===== config.mk =====
export PLATFORM = sky130hd
export DESIGN_NAME = modbus_rtu_request_framer_core
export DESIGN_NICKNAME = d
export VERILOG_FILES = /design/src/rtl/mrf_pkg.sv /design/src/rtl/modbus_rtu_request_framer_core.sv
export SDC_FILE = /design/constraint.sdc
export NUM_CORES = 1
export LEC_CHECK = 0
export BUFFER_PORTS_ARGS = -buffer_cell sky130_fd_sc_hd__buf_4
export CAP_MARGIN = 20
export CELL_PAD_IN_SITES_DETAIL_PLACEMENT = 0
export CELL_PAD_IN_SITES_GLOBAL_PLACEMENT = 1
export CORE_UTILIZATION = 48
export CTS_CLUSTER_DIAMETER = 50
export DETAILED_ROUTE_END_ITERATION = 10
export GPL_ROUTABILITY_DRIVEN = 0
export PLACE_DENSITY = 0.84
export RECOVER_POWER = 25
export SETUP_SLACK_MARGIN = 0.3
export SYNTH_ARGS = -nofsm -noshare
export SYNTH_HDL_FRONTEND = slang
export SYNTH_SLANG_ARGS = --single-unit
export TNS_END_PERCENT = 10

===== constraint.sdc =====
create_clock -name clk_i -period 4.5 [get_ports clk_i]
set_input_delay 0.45 -clock clk_i [delete_from_list [all_inputs] [get_ports clk_i]]
set_output_delay 0.45 -clock clk_i [all_outputs]
set_load 0.1 [all_outputs]

===== src/rtl/mrf_pkg.sv =====
// shared types, constants and crc function of the modbus rtu request framer
package mrf_pkg;

  typedef enum logic {
    OP_READ  = 1'b0,
    OP_WRITE = 1'b1
  } op_e;

  localparam logic [7:0]  FuncReadHolding   = 8'h03;
  localparam logic [7:0]  FuncWriteMultiple = 8'h10;
  localparam logic [15:0] CrcInit           = 16'hFFFF;
  localparam logic [15:0] CrcPoly           = 16'hA001;
  localparam logic [3:0]  ReadBodyLen       = 4'd6;
  localparam logic [3:0]  WriteBodyLen      = 4'd9;

  typedef struct packed {
    logic [15:0] data_word;
    logic [7:0]  byte_count;
    logic [15:0] register_count;
    logic [15:0] start_address;
    logic [7:0]  device_id;
  } req_t;

  function automatic logic [15:0] crc_update(input logic [15:0] crc, input logic [7:0] b);
    logic [15:0] c;
    c = crc ^ {8'h00, b};
    for (int i = 0; i < 8; i++) begin
      if (c[0]) begin
        c = (c >> 1) ^ CrcPoly;
      end else begin
        c = c >> 1;
      end
    end
    return c;
  endfunction

endpackage


===== src/rtl/modbus_rtu_request_framer_core.sv =====
// modbus rtu request framer: request in, frame bytes with crc-16 out
// first frame byte passes the queued-request, active-request and output registers after the request transfer
// frames: 8 bytes per read request, 11 per write request, one byte per cycle while m_axis_tready allows;
//   a queued request starts on the cycle after the last byte
// reset: asynchronous active low, clears all valid flags and the byte index
module modbus_rtu_request_framer_core (
  input  logic        clk_i,
  input  logic        rst_ni,
  input  logic        s_axis_tvalid,
  output logic        s_axis_tready,
  input  logic [63:0] s_axis_tdata,   // device_id, start_address, register_count, byte_count, data_word
  input  logic [0:0]  s_axis_tuser,   // operation
  output logic        m_axis_tvalid,
  input  logic        m_axis_tready,
  output logic [7:0]  m_axis_tdata,   // frame_byte
  output logic        m_axis_tlast
);

  // queued request
  logic               pend_valid_q, pend_valid_d;
  mrf_pkg::req_t      pend_req_q;
  mrf_pkg::op_e       pend_op_q;

  // request being sent
  logic               act_valid_q, act_valid_d;
  mrf_pkg::req_t      act_req_q;
  mrf_pkg::op_e       act_op_q;
  logic [3:0]         idx_q, idx_d;
  logic [15:0]        crc_q, crc_d;

  // output register
  logic               out_valid_q, out_valid_d;
  logic [7:0]         out_byte_q;
  logic               out_last_q;

  logic               s_xfer;
  logic               out_load;
  logic               act_done;
  logic               act_take;
  logic [3:0]         body_len;
  logic [7:0]         cur_byte;
  logic               cur_last;

  assign s_axis_tready = !pend_valid_q;
  assign s_xfer        = s_axis_tvalid && s_axis_tready;

  assign body_len = (act_op_q == mrf_pkg::OP_WRITE) ? mrf_pkg::WriteBodyLen
                                                    : mrf_pkg::ReadBodyLen;

  always_comb begin
    case (idx_q)
      4'd0:    cur_byte = act_req_q.device_id;
      4'd1:    cur_byte = (act_op_q == mrf_pkg::OP_WRITE) ? mrf_pkg::FuncWriteMultiple
                                                          : mrf_pkg::FuncReadHolding;
      4'd2:    cur_byte = act_req_q.start_address[15:8];
      4'd3:    cur_byte = act_req_q.start_address[7:0];
      4'd4:    cur_byte = act_req_q.register_count[15:8];
      4'd5:    cur_byte = act_req_q.register_count[7:0];
      default: cur_byte = 8'h00;
    endcase
    if (act_op_q == mrf_pkg::OP_WRITE) begin
      case (idx_q)
        4'd6:    cur_byte = act_req_q.byte_count;
        4'd7:    cur_byte = act_req_q.data_word[15:8];
        4'd8:    cur_byte = act_req_q.data_word[7:0];
        default: ;
      endcase
    end
    if (idx_q == body_len) begin
      cur_byte = crc_q[7:0];
    end else if (idx_q == body_len + 4'd1) begin
      cur_byte = crc_q[15:8];
    end
  end

  assign cur_last = (idx_q == body_len + 4'd1);
  assign out_load = act_valid_q && (!out_valid_q || m_axis_tready);
  assign act_done = out_load && cur_last;
  assign act_take = pend_valid_q && (!act_valid_q || act_done);

  always_comb begin
    pend_valid_d = pend_valid_q;
    act_valid_d  = act_valid_q;
    idx_d        = idx_q;
    crc_d        = crc_q;
    out_valid_d  = out_valid_q;

    if (m_axis_tready) begin
      out_valid_d = 1'b0;
    end
    if (out_load) begin
      out_valid_d = 1'b1;
      idx_d       = idx_q + 4'd1;
      if (idx_q < body_len) begin
        crc_d = mrf_pkg::crc_update(crc_q, cur_byte);
      end
      if (cur_last) begin
        act_valid_d = 1'b0;
      end
    end
    if (act_take) begin
      act_valid_d  = 1'b1;
      idx_d        = 4'd0;
      crc_d        = mrf_pkg::CrcInit;
      pend_valid_d = 1'b0;
    end
    if (s_xfer) begin
      pend_valid_d = 1'b1;
    end
  end

  always_ff @(posedge clk_i or negedge rst_ni) begin
    if (!rst_ni) begin
      pend_valid_q <= 1'b0;
      act_valid_q  <= 1'b0;
      out_valid_q  <= 1'b0;
      idx_q        <= 4'd0;
      crc_q        <= mrf_pkg::CrcInit;
    end else begin
      pend_valid_q <= pend_valid_d;
      act_valid_q  <= act_valid_d;
      out_valid_q  <= out_valid_d;
      idx_q        <= idx_d;
      crc_q        <= crc_d;
    end
  end

  always_ff @(posedge clk_i) begin
    if (s_xfer) begin
      pend_req_q <= mrf_pkg::req_t'(s_axis_tdata);
      pend_op_q  <= mrf_pkg::op_e'(s_axis_tuser[0]);
    end
    if (act_take) begin
      act_req_q <= pend_req_q;
      act_op_q  <= pend_op_q;
    end
    if (out_load) begin
      out_byte_q <= cur_byte;
      out_last_q <= cur_last;
    end
  end

  assign m_axis_tvalid = out_valid_q;
  assign m_axis_tdata  = out_byte_q;
  assign m_axis_tlast  = out_last_q;

endmodule


* Word-level counts from Yosys, hierarchy flattened
Index checks and enable logic that the tools add are counted. W data, S select, Z words.
Word-level totals: flip-flop bits (word level) 162
Cells by class: add/subtract/negate cells 2, magnitude comparators 1, equal/unequal tests 10, mux-type cells 41, bitwise operators 9, reductions and logical operators 17
Operators with widths (number):
- $mux W16 | 25
- $pmux W8 S6 | 1
- $mux W8 | 3
- $not A2 Y3 | 8
- $pmux W8 S3 | 1
- $eq A4 B3 Y1 const B | 4
- $xor A16 B8 Y16 | 1
- $mux W4 | 3
- $reduce_bool A2 Y1 | 5
- $add A4 B1 Y4 const B | 2
- $eq A4 B2 Y1 const B | 2
- $eq A4 B4 Y1 | 2
- $mux W1 | 7
- $mux W5 | 1
- $eq A4 B1 Y1 const B | 1
- $eq A4 B4 Y1 const B | 1
- $logic_and A1 B1 Y1 | 4
- $logic_not A4 Y1 | 1
- $lt A4 B4 Y1 | 1
- $reduce_and A2 Y1 | 2
- $logic_not A1 Y1 | 3
- $logic_or A1 B1 Y1 | 2

* Depth between registers and ports, before layout
word-level depth 40, depth in mapped cells 15

* Least setup slack after synthesis
No wires, ideal clock.
path kind input port to flip-flop, start point input s_axis_tvalid, end point register pend_op_q (enable), arrival time 3.307 ns, data required time 4.004 ns, slack 0.697 ns, stages 1, cell sequence nor2b_1
On the way: cells in the longest elaborated chain, start to end 1
Ends and longest elaborated chain:
- start, declared | line modbus_rtu_request_framer_core.sv:9 | input logic s_axis_tvalid,
- $logic_and A1 B1 Y1 | line modbus_rtu_request_framer_core.sv:45 | assign s_xfer = s_axis_tvalid && s_axis_tready;
- end signal, assigned | line modbus_rtu_request_framer_core.sv:131 | pend_op_q <= mrf_pkg::op_e'(s_axis_tuser[0]);
- end, declared | line modbus_rtu_request_framer_core.sv:22 | mrf_pkg::op_e pend_op_q;
No other way between the ends. A chain may end at the register's enable or synchronous reset.

* Final worst setup path
start point register idx_q[0], end point register crc_q[0]
On the way: cells in the longest elaborated chain, start to end 33, elaborated cells between the ends (all ways) 56, classes of those cells order compare (1); eq/ne (10); mux (30); bitwise (8); reduce/logical (7)
Ends and longest elaborated chain:
- start, declared | line modbus_rtu_request_framer_core.sv:28 | logic [3:0] idx_q, idx_d;
- start signal, assigned | line modbus_rtu_request_framer_core.sv:123 | idx_q <= idx_d;
- $eq A4 B3 Y1, or another cell as far along | line modbus_rtu_request_framer_core.sv:51 | case (idx_q)
- $pmux W8 S6 | line modbus_rtu_request_framer_core.sv:51
- $pmux W8 S3 | line modbus_rtu_request_framer_core.sv:62 | case (idx_q)
- $mux W8 | line modbus_rtu_request_framer_core.sv:61 | if (act_op_q == mrf_pkg::OP_WRITE) begin
- $mux W8 | line modbus_rtu_request_framer_core.sv:71 | end else if (idx_q == body_len + 4'd1) begin
- $mux W8 | line modbus_rtu_request_framer_core.sv:69 | if (idx_q == body_len) begin
- $xor A16 B8 Y16 | line mrf_pkg.sv:26 | c = crc ^ {8'h00, b};
- $mux W16 or $not A2 Y3 (tied branches)
- [... 17 more ...]
- $not A2 Y3 (no line) or $mux W16 (tied branches)
- $mux W16 | line mrf_pkg.sv:28 | if (c[0]) begin
- $mux W16 | line modbus_rtu_request_framer_core.sv:94 | if (idx_q < body_len) begin
- $mux W16 | line modbus_rtu_request_framer_core.sv:91 | if (out_load) begin
- $mux W16 | line mrf_pkg.sv:28
- $mux W16 | line modbus_rtu_request_framer_core.sv:94
- $mux W16 | line modbus_rtu_request_framer_core.sv:91
- $mux W16 | line modbus_rtu_request_framer_core.sv:101 | if (act_take) begin
- end signal, assigned | line modbus_rtu_request_framer_core.sv:118 | crc_q <= mrf_pkg::CrcInit;
- end signal, assigned | line modbus_rtu_request_framer_core.sv:124 | crc_q <= crc_d;
- end, declared | line modbus_rtu_request_framer_core.sv:29 | logic [15:0] crc_q, crc_d;
Parallel ways exist; a longest one is shown, timed or not. The select of a mux whose other input is x is not followed.

==> flow_summary.json <==
{
  "yosysUniqueCellTypes": 65,
  "fillers": 1037,
  "htreeDepth": 4,
  "grt_pass1_vias": 3823,
  "arrival_ps": 4180,
  "crit_required_ps": 4830,
  "fin_skew_ps": 7.278,
  "drv_slew": 0,
  "place_inst": 677,
  "clk_pin_slew_worst_paths_ps": 60,
  "multiInputGateArea_mm2": 0.001729,
  "worstRegToRegCells": 11,
  "grt_overflow": 0,
  "cts_resized": 0,
  "fmax_mhz": 259.6,
  "cts_setup_buffers": 0,
  "hold_class": "primary input to flop",
  "netSwitchingPower_mw": 2.243,
  "firstDrtPassIters": 6,
  "r2r_end": "crc_q[0]",
  "seq_area_mm2": 0.004770,
  "num_rows": 42,
  "mostFrequentLayoutCells": "139 x edfxtp_1, 63 x clkbuf_4, 40 x nand2_1, 24 x nor2_1, 21 x buf_4",
  "syn_nets": 514,
  "ys.warnings.count": 0,
  "dr.first_iter.drc_count": 339,
  "slew_headroom_pct": 46.43,
  "grt_max_degree": 71,
  "io_buffers": 79,
  "comb_power_share_pct": 41.4,
  "worstReg2RegStart": "idx_q[0]",
  "worstSetupStartpointType": "flop",
  "rsz0062_at_grt": "false",
  "path_class": "flop to flop",
  "clock_latency_ps": 420,
  "ys_seq_elements": 162,
  "setup_viol": 0,
  "switching_share_pct": 37.66,
  "fin_util_pct": 59.90,
  "track_usage_pct": 18.27,
  "p_seq_share_pct": 35.9,
  "hold_ws_ps": 228.2,
  "drive_gt1_share_pct": 29.16,
  "final_cells": 711,
  "cts-root-buf": "clkbuf_16",
  "pwr_density_cell_mw_per_mm2": 744.9,
  "synthSimpleGateAreaFrac_pct": 8.868,
  "hpwl_um": 8294,
  "muxShareOfSynthArea_pct": 2.184,
  "start_util_pct": 49.78,
  "cp-end-kind": "flop",
  "drv_cap": 0,
  "synth_compound_area_share_pct": 11.17,
  "internal_power_mw": 3.713,
  "cts_tree": "done",
  "layout_commonest_cell": "edfxtp_1",
  "holdPathEnd": "pend_req_q[51]",
  "p_clk_share_pct": 22.6,
  "syn_avg_cell_area_um2": 15.21,
  "clockBufferDepth": 2,
  "grt_pass1_wl_um": 19700,
  "hp-start": "s_axis_tdata[51]",
  "status": "complete, no violations",
  "pre_cts_ws_ps": 683.3,
  "io_pins": 80,
  "syn_inst": 437,
  "finalNetCount": 599,
  "yosysSeqAreaShare_pct": 71.78,
  "hold_viol": 0,
  "drc": 0,
  "cts_hold_buf": 1,
  "netlist_area_mm2": 0.006645,
  "die-area_mm2": 0.01432,
  "detail_route.wl_per_cell_um": 17.17,
  "post-route-period-util_pct": 85.61,
  "die_h_um": 119.7,
  "cts_buffers": 17,
  "areaGrowthSynthToFinish_pct": 20.32,
  "timing.reg2reg.setup_slack_ps": 650,
  "hold_path_depth": 1,
  "synth_edf_count": 139,
  "die_w_um": 119.7,
  "antenna_found_initial": 0,
  "vias": 3861,
  "synthXorXnorAreaFrac_pct": 2.184,
  "layout_setup_ws_ps": 647.4,
  "synth-adder-area-share_pct": 1.506,
  "finalCriticalPeriod_ps": 3853,
  "synth_top_family_by_area": "compound AO/OA/AOI/OAI gates",
  "synthArstFlopShare_pct": 14.20,
  "leakage_nw": 2.943,
  "antenna_cells": 0,
  "ant_nets": 0,
  "setup-tns-final_ps": 0,
  "worst_pin_slew_ps": 803.5,
  "avgViaCountPerCell": 5.430,
  "clock_sinks": 162,
  "path_max_fanout": 17,
  "vdd_drop_max_mv": 0.3590,
  "ys.flop_type": "edfxtp_1",
  "wl_um": 12210,
  "coreArea_mm2": 0.01335
}
[cell type report]
| type | count | area share [%] |
|---|---|---|
| timing repair buffer | 89 | 8.607 |
| multi-input combinational | 244 | 21.63 |
| inverter | 8 | 0.3756 |
| clock buffer | 18 | 5.368 |
| clock inverter | 14 | 1.612 |
| tap | 176 | 2.754 |
| sequential | 162 | 59.66 |
[how the worst max path moves through the flow]
stage | slack (ps) | start | to
2_1_floorplan | 700 | s_axis_tvalid | pend_op_q
3_3_place_gp | 850 | idx_q[1] | crc_q[0]
3_5_place_dp | 680 | idx_q[0] | crc_q[0]
4_1_cts | 660 | idx_q[0] | crc_q[0]
5_1_grt | 370 | idx_q[0] | crc_q[0]
6_report | 650 | idx_q[0] | crc_q[0]
[sequential cells by signal (all words and copies together), names as in the netlist]
name           cells
m_axis_tlast       1
act_req_q         64
act_op_q           1
m_axis_tvalid      1
crc_q             16
act_valid_q        1
pend_req_q        64
idx_q              4
m_axis_tdata       8
pend_valid_q       1
pend_op_q          1
[kinds of logic after synthesis]
kind of cell | Yosys count
fa+ha+maj | 8
flops | 162
simple gates | 116
xor+xnor | 14
buf+inv | 31
mux | 14
compound gates | 92
[power by group through the flow]
stage / registers, mW / clock network, mW / logic, mW
after CTS: 2.14 / 1.38 / 2.46
final: 2.14 / 1.35 / 2.47
after floorplan: 2.38 / 0 / 1.72
after global placement: 2.16 / 0 / 2.40
after detailed placement: 2.17 / 0 / 2.45
after global routing: 2.17 / 1.43 / 2.65
[cell usage after synthesis (3+ instances only)]
master / count / area (um^2)
nand3b_1: 5 / 37.54
dfstp_2: 16 / 420.4
nand2_1: 40 / 150.1
inv_1: 5 / 18.77
buf_2: 9 / 45.04
a32oi_1: 4 / 35.03
o21ai_0: 10 / 50.05
dfrtp_1: 7 / 175.2
mux2i_1: 13 / 130.1
a222oi_1: 4 / 40.04
buf_6: 3 / 33.78
o2bb2ai_1: 7 / 61.31
a21oi_1: 13 / 65.06
nand2b_1: 7 / 43.79
nand3_1: 12 / 60.06
o211ai_1: 6 / 45.04
nor2_1: 24 / 90.09
edfxtp_1: 139 / 4174
nand4_1: 3 / 18.77
inv_2: 3 / 11.26
nor3_1: 4 / 20.02
a22oi_1: 17 / 127.6
xnor2_1: 7 / 61.31
a31oi_1: 5 / 31.28
ha_1: 8 / 100.1
xor2_1: 5 / 43.79
clkbuf_1: 10 / 37.54
nor2b_1: 4 / 25.02
[worst max-delay path, stage by stage, from the launching register on]
cell and delay, ps:
dfrtp_1 440, inv_1 140, ha_1 570, and3b_1 480
o21bai_4 260, nand3_1 170, o311ai_0 570, o211ai_1 170
a21oi_2 190, xnor3_2 340, mux2i_1 160, nor4_2 270
[metrics by stage]
| stage | area (um^2) | total power [mW] |
|---|---|---|
| floorplan | 6645 | 4.101 |
| global placement | 7415 | 4.557 |
| detailed placement | 7415 | 4.619 |
| CTS | 7983 | 5.981 |
| global route | 7995 | 6.251 |
| finish | 7995 | 5.956 |
[per-layer routing]
metal	up-vias	share of wire [%]	wire, um	track usage, %
met3	16	5.2	639	4.468
met4	0	1.1	129	5.859
met5	-	0	0	0
li1	1848	-	-	-
met1	1848	47	5679	25.65
met2	149	47	5762	28.11
Note: power is estimated with default switching activity, not from simulation.
